[src/rtl/ocn_pkg.sv]
package ocn_pkg;

    // Fixed field widths of the two channels and the configuration port.
    localparam int SIG_W = 32;

    typedef logic [SIG_W-1:0] t_sig;

    typedef struct packed {
        t_sig sig;
        logic last;
    } t_in_item;

    typedef struct packed {
        t_sig sig_res;
        logic last_res;
        logic is_empty;
        logic overflow;
    } t_out_item;

    // Controller to datapath.
    typedef struct packed {
        logic load;       // insert the incoming literal into the sorted store
        logic emit_true;  // emit the single true code and close the clause
        logic drain;      // walk the store by one entry, or close when empty
    } t_cmd;

    // Datapath to controller.
    typedef struct packed {
        logic taut;       // clause already known to be a tautology
        logic cnt_zero;   // no entries left in the store
    } t_stat;

endpackage

[src/rtl/ocn_ctrl.sv]
module ocn_ctrl
    import ocn_pkg::*;
(
    input  logic  i_clk,
    input  logic  i_rst_n,
    input  logic  i_start,
    input  logic  i_last,
    input  t_stat i_stat,
    output t_cmd  o_cmd,
    output logic  o_busy
);

    typedef enum logic [1:0] {
        ST_IDLE,
        ST_CHECK,
        ST_DRAIN
    } t_state;

    t_state r_state;
    t_state n_state;

    always_comb begin
        n_state = r_state;
        o_cmd   = '0;
        unique case (r_state)
            ST_IDLE: begin
                o_cmd.load = i_start;
                if (i_start && i_last) begin
                    n_state = ST_CHECK;
                end
            end
            ST_CHECK: begin
                if (i_stat.taut) begin
                    o_cmd.emit_true = 1'b1;
                    n_state         = ST_IDLE;
                end else begin
                    n_state = ST_DRAIN;
                end
            end
            ST_DRAIN: begin
                o_cmd.drain = 1'b1;
                if (i_stat.cnt_zero) begin
                    n_state = ST_IDLE;
                end
            end
            default: begin
                n_state = ST_IDLE;
            end
        endcase
    end

    always_ff @(posedge i_clk) begin
        if (!i_rst_n) begin
            r_state <= ST_IDLE;
        end else begin
            r_state <= n_state;
        end
    end

    assign o_busy = (r_state != ST_IDLE);

endmodule

[src/rtl/ocn_dpath.sv]
module ocn_dpath
    import ocn_pkg::*;
#(
    parameter int MAX_SIGS = 32,
    parameter int SIG_BITS = 32
)(
    input  logic      i_clk,
    input  logic      i_rst_n,
    input  logic      i_cfg_we,
    input  t_sig      i_cfg_wdata,
    input  t_in_item  i_item,
    input  t_cmd      i_cmd,
    output t_stat     o_stat,
    output logic      o_res_stb,
    output t_out_item o_item
);

    // Codes wider than the input field cannot occur.
    localparam int SW = (SIG_BITS > SIG_W) ? SIG_W : SIG_BITS;
    localparam int CW = $clog2(MAX_SIGS + 1);

    logic [SW-1:0] r_store [MAX_SIGS];
    logic [SW-1:0] n_store [MAX_SIGS];
    logic [CW-1:0] r_cnt;
    logic [SW-1:0] r_true;
    logic          r_taut;
    logic          r_ovf;
    logic [SW-1:0] r_prev;
    logic          r_prev_vld;
    logic [SW-1:0] r_pend;
    logic          r_pend_vld;
    logic          r_stb;
    t_out_item     r_out;

    logic [SW-1:0]       v;
    logic [SW-1:0]       f_code;
    logic [SW-1:0]       head;
    logic [MAX_SIGS-1:0] le;
    logic [MAX_SIGS-1:0] pair;
    logic                full;
    logic                hit;
    logic                skip;

    assign v      = i_item.sig[SW-1:0];
    assign f_code = r_true | SW'(1);
    assign head   = r_store[0];
    assign full   = (r_cnt == CW'(MAX_SIGS));
    assign skip   = (r_prev_vld && head == r_prev) || head == f_code;

    // Compare the new literal against every stored entry in parallel.
    always_comb begin
        for (int i = 0; i < MAX_SIGS; i++) begin
            le[i]   = (CW'(i) < r_cnt) && (r_store[i] <= v);
            pair[i] = (CW'(i) < r_cnt) && (r_store[i][SW-1:1] == v[SW-1:1])
                      && (r_store[i][0] != v[0]);
        end
        hit = (v == r_true) || (|pair);
    end

    // Insert in sorted position, or shift down by one entry while draining.
    always_comb begin
        for (int i = 0; i < MAX_SIGS; i++) begin
            n_store[i] = r_store[i];
        end
        if (i_cmd.load) begin
            n_store[0] = le[0] ? r_store[0] : v;
            for (int i = 1; i < MAX_SIGS; i++) begin
                n_store[i] = le[i] ? r_store[i] : (le[i-1] ? v : r_store[i-1]);
            end
        end else if (i_cmd.drain) begin
            for (int i = 0; i < MAX_SIGS - 1; i++) begin
                n_store[i] = r_store[i+1];
            end
        end
    end

    always_ff @(posedge i_clk) begin
        if (i_cmd.load && !full) begin
            for (int i = 0; i < MAX_SIGS; i++) begin
                r_store[i] <= n_store[i];
            end
        end else if (i_cmd.drain) begin
            for (int i = 0; i < MAX_SIGS; i++) begin
                r_store[i] <= n_store[i];
            end
        end
    end

    always_ff @(posedge i_clk) begin
        if (!i_rst_n) begin
            r_true     <= '0;
            r_cnt      <= '0;
            r_taut     <= 1'b0;
            r_ovf      <= 1'b0;
            r_prev_vld <= 1'b0;
            r_pend_vld <= 1'b0;
            r_stb      <= 1'b0;
        end else begin
            r_stb <= 1'b0;
            if (i_cfg_we) begin
                r_true <= {i_cfg_wdata[SW-1:1], 1'b0};
            end
            if (i_cmd.load) begin
                if (full) begin
                    r_ovf <= 1'b1;
                end else begin
                    r_cnt  <= r_cnt + CW'(1);
                    r_taut <= r_taut | hit;
                end
            end
            if (i_cmd.emit_true) begin
                r_stb          <= 1'b1;
                r_out.sig_res  <= t_sig'(r_true);
                r_out.last_res <= 1'b1;
                r_out.is_empty <= 1'b0;
                r_out.overflow <= r_ovf;
                r_cnt          <= '0;
                r_taut         <= 1'b0;
                r_ovf          <= 1'b0;
            end
            if (i_cmd.drain) begin
                if (r_cnt != '0) begin
                    // Hold one pending literal so the final one can carry last.
                    r_cnt      <= r_cnt - CW'(1);
                    r_prev     <= head;
                    r_prev_vld <= 1'b1;
                    if (!skip) begin
                        r_pend     <= head;
                        r_pend_vld <= 1'b1;
                        if (r_pend_vld) begin
                            r_stb          <= 1'b1;
                            r_out.sig_res  <= t_sig'(r_pend);
                            r_out.last_res <= 1'b0;
                            r_out.is_empty <= 1'b0;
                            r_out.overflow <= r_ovf;
                        end
                    end
                end else begin
                    r_stb          <= 1'b1;
                    r_out.sig_res  <= r_pend_vld ? t_sig'(r_pend) : '0;
                    r_out.last_res <= 1'b1;
                    r_out.is_empty <= !r_pend_vld;
                    r_out.overflow <= r_ovf;
                    r_taut         <= 1'b0;
                    r_ovf          <= 1'b0;
                    r_prev_vld     <= 1'b0;
                    r_pend_vld     <= 1'b0;
                end
            end
        end
    end

    assign o_stat.taut     = r_taut;
    assign o_stat.cnt_zero = (r_cnt == '0);
    assign o_res_stb       = r_stb;
    assign o_item          = r_out;

endmodule

[src/rtl/or_clause_normalizer.sv]
// Channel  | Handshake                | Payload              | Direction
// ---------+--------------------------+----------------------+----------
// literal  | start high, busy low     | i_item (t_in_item)   | in
// result   | o_res_stb, one cycle     | o_item (t_out_item)  | out
// config   | i_cfg_we                 | i_cfg_wdata          | in
//
// A literal that is not last is inserted; busy stays low.
// A last literal is inserted, then checked for a tautology, then the store is
// walked in ascending order and the clause is closed.
// A tautology closes after the check cycle with the single true code.
// Reset is synchronous and empties the store; the receiver cannot stall.
module or_clause_normalizer
    import ocn_pkg::*;
#(
    parameter int MAX_SIGS = 32,
    parameter int SIG_BITS = 32
)(
    input  logic      i_clk,
    input  logic      i_rst_n,
    input  logic      start,
    output logic      busy,
    input  t_in_item  i_item,
    output logic      o_res_stb,
    output t_out_item o_item,
    input  logic      i_cfg_we,
    input  t_sig      i_cfg_wdata
);

    t_cmd  cmd;
    t_stat stat;

    // Sequence load, tautology check and drain of each clause.
    ocn_ctrl u_ctrl (
        .i_clk   (i_clk),
        .i_rst_n (i_rst_n),
        .i_start (start),
        .i_last  (i_item.last),
        .i_stat  (stat),
        .o_cmd   (cmd),
        .o_busy  (busy)
    );

    // Hold the sorted store, the tautology flag and the result register.
    ocn_dpath #(
        .MAX_SIGS (MAX_SIGS),
        .SIG_BITS (SIG_BITS)
    ) u_dpath (
        .i_clk       (i_clk),
        .i_rst_n     (i_rst_n),
        .i_cfg_we    (i_cfg_we),
        .i_cfg_wdata (i_cfg_wdata),
        .i_item      (i_item),
        .i_cmd       (cmd),
        .o_stat      (stat),
        .o_res_stb   (o_res_stb),
        .o_item      (o_item)
    );

endmodule

[config.mk]
export PLATFORM = sky130hd
export DESIGN_NAME = or_clause_normalizer
export DESIGN_NICKNAME = d
export VERILOG_FILES = /design/src/rtl/ocn_pkg.sv /design/src/rtl/ocn_ctrl.sv /design/src/rtl/ocn_dpath.sv /design/src/rtl/or_clause_normalizer.sv
export SDC_FILE = /design/constraint.sdc
export NUM_CORES = 2
export LEC_CHECK = 0
export BUFFER_PORTS_ARGS = -buffer_cell sky130_fd_sc_hd__buf_2
export CORE_MARGIN = 1
export CORE_UTILIZATION = 50
export DETAILED_ROUTE_END_ITERATION = 10
export PLACE_DENSITY = 0.62
export SYNTH_ARGS = -nofsm -noshare
export SYNTH_HDL_FRONTEND = slang
export SYNTH_SLANG_ARGS = --single-unit
export TNS_END_PERCENT = 30
[constraint.sdc]
create_clock -name i_clk -period 8.4 [get_ports i_clk]
set_clock_uncertainty 0.2 [all_clocks]
set_input_delay 0.84 -clock i_clk [delete_from_list [all_inputs] [get_ports i_clk]]
set_output_delay 0.84 -clock i_clk [all_outputs]
set_load 0.02 [all_outputs]
Word level (Yosys, flattened, before mapping)
Memory sizes are Yosys's and may differ from the RTL's.
Cells that the tools add are included.
{"block": "totals", "ff_bits": 143, "ram_bits": 1024, "in_bits": 69, "memories": 1}
{"name": "u_dpath.r_store", "words": 32, "width": 32, "read_ports": 32, "rd_ports_with_merged_regs": 0, "wr": 32, "line": "ocn_dpath.sv:22", "rtl": "logic [SW-1:0] r_store [MAX_SIGS];"}
{"block": "classes", "n_addsub": 2, "n_lt_le_gt_ge": 64, "n_eq_ne": 73, "n_mux": 140, "n_bitwise": 34, "n_reduce_logical": 112}
{"op": "$mux W32", "count": 97}
{"op": "$mux W992", "count": 2}
{"op": "$le A32 B32 Y1", "count": 32}
{"op": "$eq A31 B31 Y1", "count": 32}
{"op": "$mux W35", "count": 5}
{"op": "$logic_and A1 B1 Y1", "count": 99}
{"op": "$eq A32 B32 Y1", "count": 3}
{"op": "$lt A5 B6 Y1 const A", "count": 16}
{"op": "$lt A4 B6 Y1 const A", "count": 8}
{"op": "$or A1 B1 Y1", "count": 33}
{"op": "$ne A1 B1 Y1", "count": 32}
{"op": "$reduce_or A32 Y1", "count": 1}
{"op": "$mux W6", "count": 5}
{"op": "$mux W1", "count": 27}
{"op": "$lt A3 B6 Y1 const A", "count": 4}
{"op": "$lt A1 B6 Y1 const A", "count": 2}
{"op": "$lt A2 B6 Y1 const A", "count": 2}
{"op": "$add A6 B1 Y6 const B", "count": 1}
{"op": "$eq A6 B6 Y1 const B", "count": 1}
{"op": "$logic_not A6 Y1", "count": 1}
{"op": "$mux W2", "count": 3}
{"op": "$pmux W2 S3", "count": 1}
{"op": "$reduce_bool A6 Y1", "count": 1}
{"op": "$sub A6 B1 Y6 const B", "count": 1}
{"op": "other kinds (12)", "count": 16}

Depth between registers and ports, before layout
An unclocked memory read counts as a cell.
{"block": "depth", "word_depth": 12, "depth_mapped": 13, "mapped_depth_nobuf": 10}

By module
A second synthesis with hierarchy kept.
{"block": "hier_totals", "hier_cells": 7864, "hier_area_um2": 81697.1}
{"mod": "ocn_dpath", "instances": 1, "cells_per_inst": 7853, "area_per_inst_um2": 81593.3, "seq_area_each_um2": 34563.1}
{"mod": "ocn_ctrl", "instances": 1, "cells_per_inst": 11, "area_per_inst_um2": 103.8, "seq_area_each_um2": 40.0}

Worst setup path after synthesis
Ideal clock, no wire load.
{"block": "synth_timing", "kind": "input to register", "from": "input port i_item[30] (netlist name)", "to": "memory u_dpath.r_store[0][864] (netlist name) (enable)", "arrival_ns": 4.853, "t_required_ns": 7.768, "setup_slack_ns": 2.915, "path_stages": 12, "path_buffers": 3, "path_cell_list": "clkbuf_1 > inv_1 > ha_1 > nand4_1 > nor4_1 > o21a_1 > o41ai_1 > nor3b_1 > o21bai_1 > buf_2 > buf_2 > a21oi_1"}
{"element": "start: declaration", "line": "or_clause_normalizer.sv:22", "rtl": "input t_in_item i_item,"}
{"element": "end: declaration", "line": "ocn_dpath.sv:22"}

==> metrics.sh <==
GRT_ANTENNA_BEFORE_REPAIR=8
GRT.TOTAL_USAGE_PCT=34.5
YOSYS_WARNINGS=0
P_LEAK_nW=36.6
SYN_AREA_PER_CELL_UM2=10.2
RSZ0062_AT_GRT='false'
SETUP_TNS_NS=0
ROUTE.FINAL.WIRE_LENGTH_MM=296
SYNTHESIS.INSTANCES=8081
FIN_CRIT_NS=5.74
CTS.REPAIR.RESIZED=0
SYNTH_SEQUENTIAL_AREA_RATIO_PCT=42.0
VIAS=67200
DETAILEDROUTE.FIRSTITERATIONVIOLATIONS=8487
WORSTSETUPPATHTYPE='primary input to flip-flop'
ROUTEDWLPERCELL_UM=28.8
HOLD-PATH-ENDPOINT='u_ctrl.r_state[0]'
FLOORPLAN.INITIALDENSITY_PCT=50.5
GRT_MAX_DEGREE=274
SYNTH_AREA_LEADERS='sky130_fd_sc_hd__edfxtp_1 41%, sky130_fd_sc_hd__ha_1 16%, sky130_fd_sc_hd__mux2i_1 12%'
LAYOUT-DRIVE-GT1-SHARE_PCT=7.77
POST-DP-HPWL_MM=209
TOP_LAYER='met5'
DIE-WIDTH_UM=408
YS_SEQ_ELEMENTS=1167
DIE_HEIGHT_UM=408
TOTAL_POWER_mW=22.8
CLOCKBUFFERDEPTH=3
REGTOREGSTARTPOINT='u_dpath.r_cnt[5]'
AREA_GROWTH_SYN_TO_LAYOUT_PCT=9.08
ROUTE.DETAILED.DRC=0
CRITPATHMAXSTAGEDELAY_NS=0.70
FIRST_GLOBAL_VIAS=63900
HOLD-PATH-CELL-COUNT=2
CP_SLOWEST_CELL='sky130_fd_sc_hd__nor2_2'
GRT_FIRST_PASS_WIRELENGTH_MM=429
WORSTPATHMAXFANOUT=34
CTS_TREE='done'
WL_MET3_MM=28.1
REG2REG_DEPTH=8
SYNTH-ASYNC-RESET-RATIO_PCT=0
SYNTH.LIB_CELLS_USED.DISTINCT=87
FINALNONFILLERCELLS=10300
CTSHOLDBUFFERS=0
NUM_ROWS=148
SYNTH_COMMONEST_CELLS='1123 x sky130_fd_sc_hd__edfxtp_1, 1112 x sky130_fd_sc_hd__nand2_1, 1028 x sky130_fd_sc_hd__ha_1'
CTS_ROOT_BUFFER='sky130_fd_sc_hd__clkbuf_16'
RR_ENDPOINT='u_dpath.r_store[0][427]'
WORSTHOLDPATHTYPE='primary input to flip-flop'
DP.CELLS=10000
MAXCAPVIOLCOUNT=0
WORST_SETUP_HOLD_PATH_CLK_SLEW_NS=0.06
MIN_FROM='i_item[0]'
LAYOUT.NETS=9077
WORST_SKEW_PAIR.LATE_LATENCY_NS=0.80
REMAINING_ANTENNA_VIOLATION_COUNT_AFTER_ROUTING=0
CRITICAL_PATH.STARTPOINT_TYPE='primary input'
FIN_CRIT_SH_PCT=68.4
NUMPORTBUFFERS=104
CRITICAL_PATH.MOST_COMMON_CELL='sky130_fd_sc_hd__buf_4'
TRITONCTS.NUM_BUFFERS=145
ROUTABILITY_CONGESTION_ESTIMATE=0.969
AREA_ENCLOSED_BY_THE_DIE_BOUNDARY_MM2=0.167
POWER_DENSITY_mW_PER_MM2=254
DETAIL_ROUTE.FIRST_PASS.ITERATIONS=6
WORST_PIN_SLEW_NS=1.27
FINAL-MAX-SLEW-VIOLATION-COUNT=0
WL_MET1_MM=126
MAPPEDNETLISTNETS=9178
VIAS_PER_CELL=6.54
IRDROPWORSTVDD_mV=0.255
SYNTH_MOST_COMMON_CELL='sky130_fd_sc_hd__edfxtp_1'
CRIT_CHAIN='buf_2, buf_4, inv_2, buf_4, ha_1, a21oi_1, o21ai_0, a211oi_1, o31ai_1, a211oi_1, a41oi_4, buf_4, nor2_1, nor2_2, buf_4'
REPORT.FINAL.SETUP_VIOL=0
TIMING.CRITICAL_PATH.ARRIVAL_NS=5.99
SYNTH-EDFF-COUNT=1123
CP_DATA_REQUIRED_TIME_NS=8.65
TIMING.CRITICAL_PATH.BUF_INV=6
POST_SYNTHESIS_CELL_AREA_MM2=0.0825
SETUP.WORST_PATH.END_CLASS='flip-flop'
GRT_REMAINING_OVERFLOW=0
CTS.SINK_COUNT=1167
FINALHOLDVIOLCOUNT=0
STATUS='finished, final reports clean'
CRITICAL_PATH.TOP_DELAY_FAMILY='buffers and inverters'
POST_CTS_BUFFERS=0
FP.COREAREA_MM2=0.163
MAX_FREQ_MHz=174
WL_MET2_MM=126
DOMINANTREGCELLSYNTH='sky130_fd_sc_hd__edfxtp_1'
SYNTH_LARGEST_AREA_CELL='sky130_fd_sc_hd__edfxtp_1'
CTS-HTREE-LEVELS=4
IO_PINS=106
FF2FF_SETUP_SLACK_NS=3.18
NETLIST.AREA_LEADER.SHARE_PCT=40.9
WORST_SLEW_MARGIN_REL_PCT=14.5
cells in the final DEF (no fill, tap or decap), types with 113 or more instances in the layout:
master / instances
sky130_fd_sc_hd__nand3_1: 113
sky130_fd_sc_hd__a21o_1: 124
sky130_fd_sc_hd__o21ai_1: 145
sky130_fd_sc_hd__nand4_1: 234
sky130_fd_sc_hd__buf_4: 165
sky130_fd_sc_hd__mux2i_1: 955
sky130_fd_sc_hd__o21ai_0: 944
sky130_fd_sc_hd__clkbuf_16: 152
sky130_fd_sc_hd__nor2_1: 282
sky130_fd_sc_hd__nand2_1: 1111
sky130_fd_sc_hd__edfxtp_1: 1123
sky130_fd_sc_hd__a21oi_1: 430
sky130_fd_sc_hd__ha_1: 1028
cells by family (layout without fill, tap and decap cells):
| logic type | Yosys count | in the layout | share of synthesized area [%] |
|---|---|---|---|
| compound gates | 2048 | 2048 | 14.4 |
| xor+xnor | 88 | 88 | 0.934 |
| fa+ha+maj | 1028 | 1028 | 15.6 |
| buf+inv | 653 | 663 | 3.52 |
| flops | 1167 | 1167 | 42.0 |
| mux | 988 | 988 | 12.0 |
| other cells | 0 | 5 | 0 |
| simple gates | 2109 | 2109 | 11.6 |
metal layers:
layer	track usage (%)	vias to the layer above
met5	0	-
met4	16.8	2
met3	6.35	677
met2	51.2	3554
met1	48.2	32600
li1	-	30400
state kept, by name, summed over array words and instances (netlist names):
name                flops
u_dpath.r_store      1024
u_dpath.r_pend         32
u_dpath.r_cnt           6
u_dpath.o_res_stb       1
u_dpath.r_prev_vld      1
u_dpath.r_true         31
u_dpath.r_ovf           1
u_ctrl.r_state          2
u_dpath.r_taut          1
u_dpath.o_item         35
u_dpath.r_prev         32
u_dpath.r_pend_vld      1
report_power, final:
| part | leakage (nW) | total (mW) | switching [mW] | internal, mW |
|---|---|---|---|---|
| Sequential | 11.3 | 9.24 | 1.29 | 7.94 |
| Combinational | 23.0 | 7.19 | 4.39 | 2.80 |
| Clock | 2.30 | 6.38 | 2.65 | 3.73 |
how the worst max path moves through the flow:
stage                          start                 endpoint  cells after the start
after CTS                 i_item[18]  u_dpath.r_store[0][427]                     14
after floorplan           i_item[30]  u_dpath.r_store[0][864]                     12
after detailed placement  i_item[18]  u_dpath.r_store[0][416]                     14
after global placement    i_item[18]  u_dpath.r_store[0][417]                     14
final                     i_item[18]  u_dpath.r_store[0][427]                     15
after global routing      i_item[18]  u_dpath.r_store[0][427]                     14
metrics by stage:
stage / hold WS (ns) / setup slack, ns / cell area (um^2) / utilization (%)
2_1_floorplan: 0.233 / 2.92 / 82500 / -
3_3_place_gp: 0.253 / 2.18 / 85300 / 52.2
3_5_place_dp: 0.267 / 2.09 / 85300 / 52.2
4_1_cts: 0.0587 / 2.87 / 90000 / 55.1
5_1_grt: 0.0960 / 2.53 / 90000 / 55.1
6_report: 0.0888 / 2.66 / 90000 / 55.1
layout make-up:
| class | count | area (um^2) |
|---|---|---|
| antenna | 5 | 12.5 |
| clock buffer | 193 | 4020 |
| clock inverter | 65 | 696 |
| fill | 14400 | 73300 |
| inverter | 127 | 477 |
| multi-input combinational | 6261 | 45500 |
| sequential | 1167 | 34600 |
| tap | 2175 | 2720 |
| timing repair buffer | 278 | 1950 |
No activity file was read; power rests on OpenSTA's default activity.
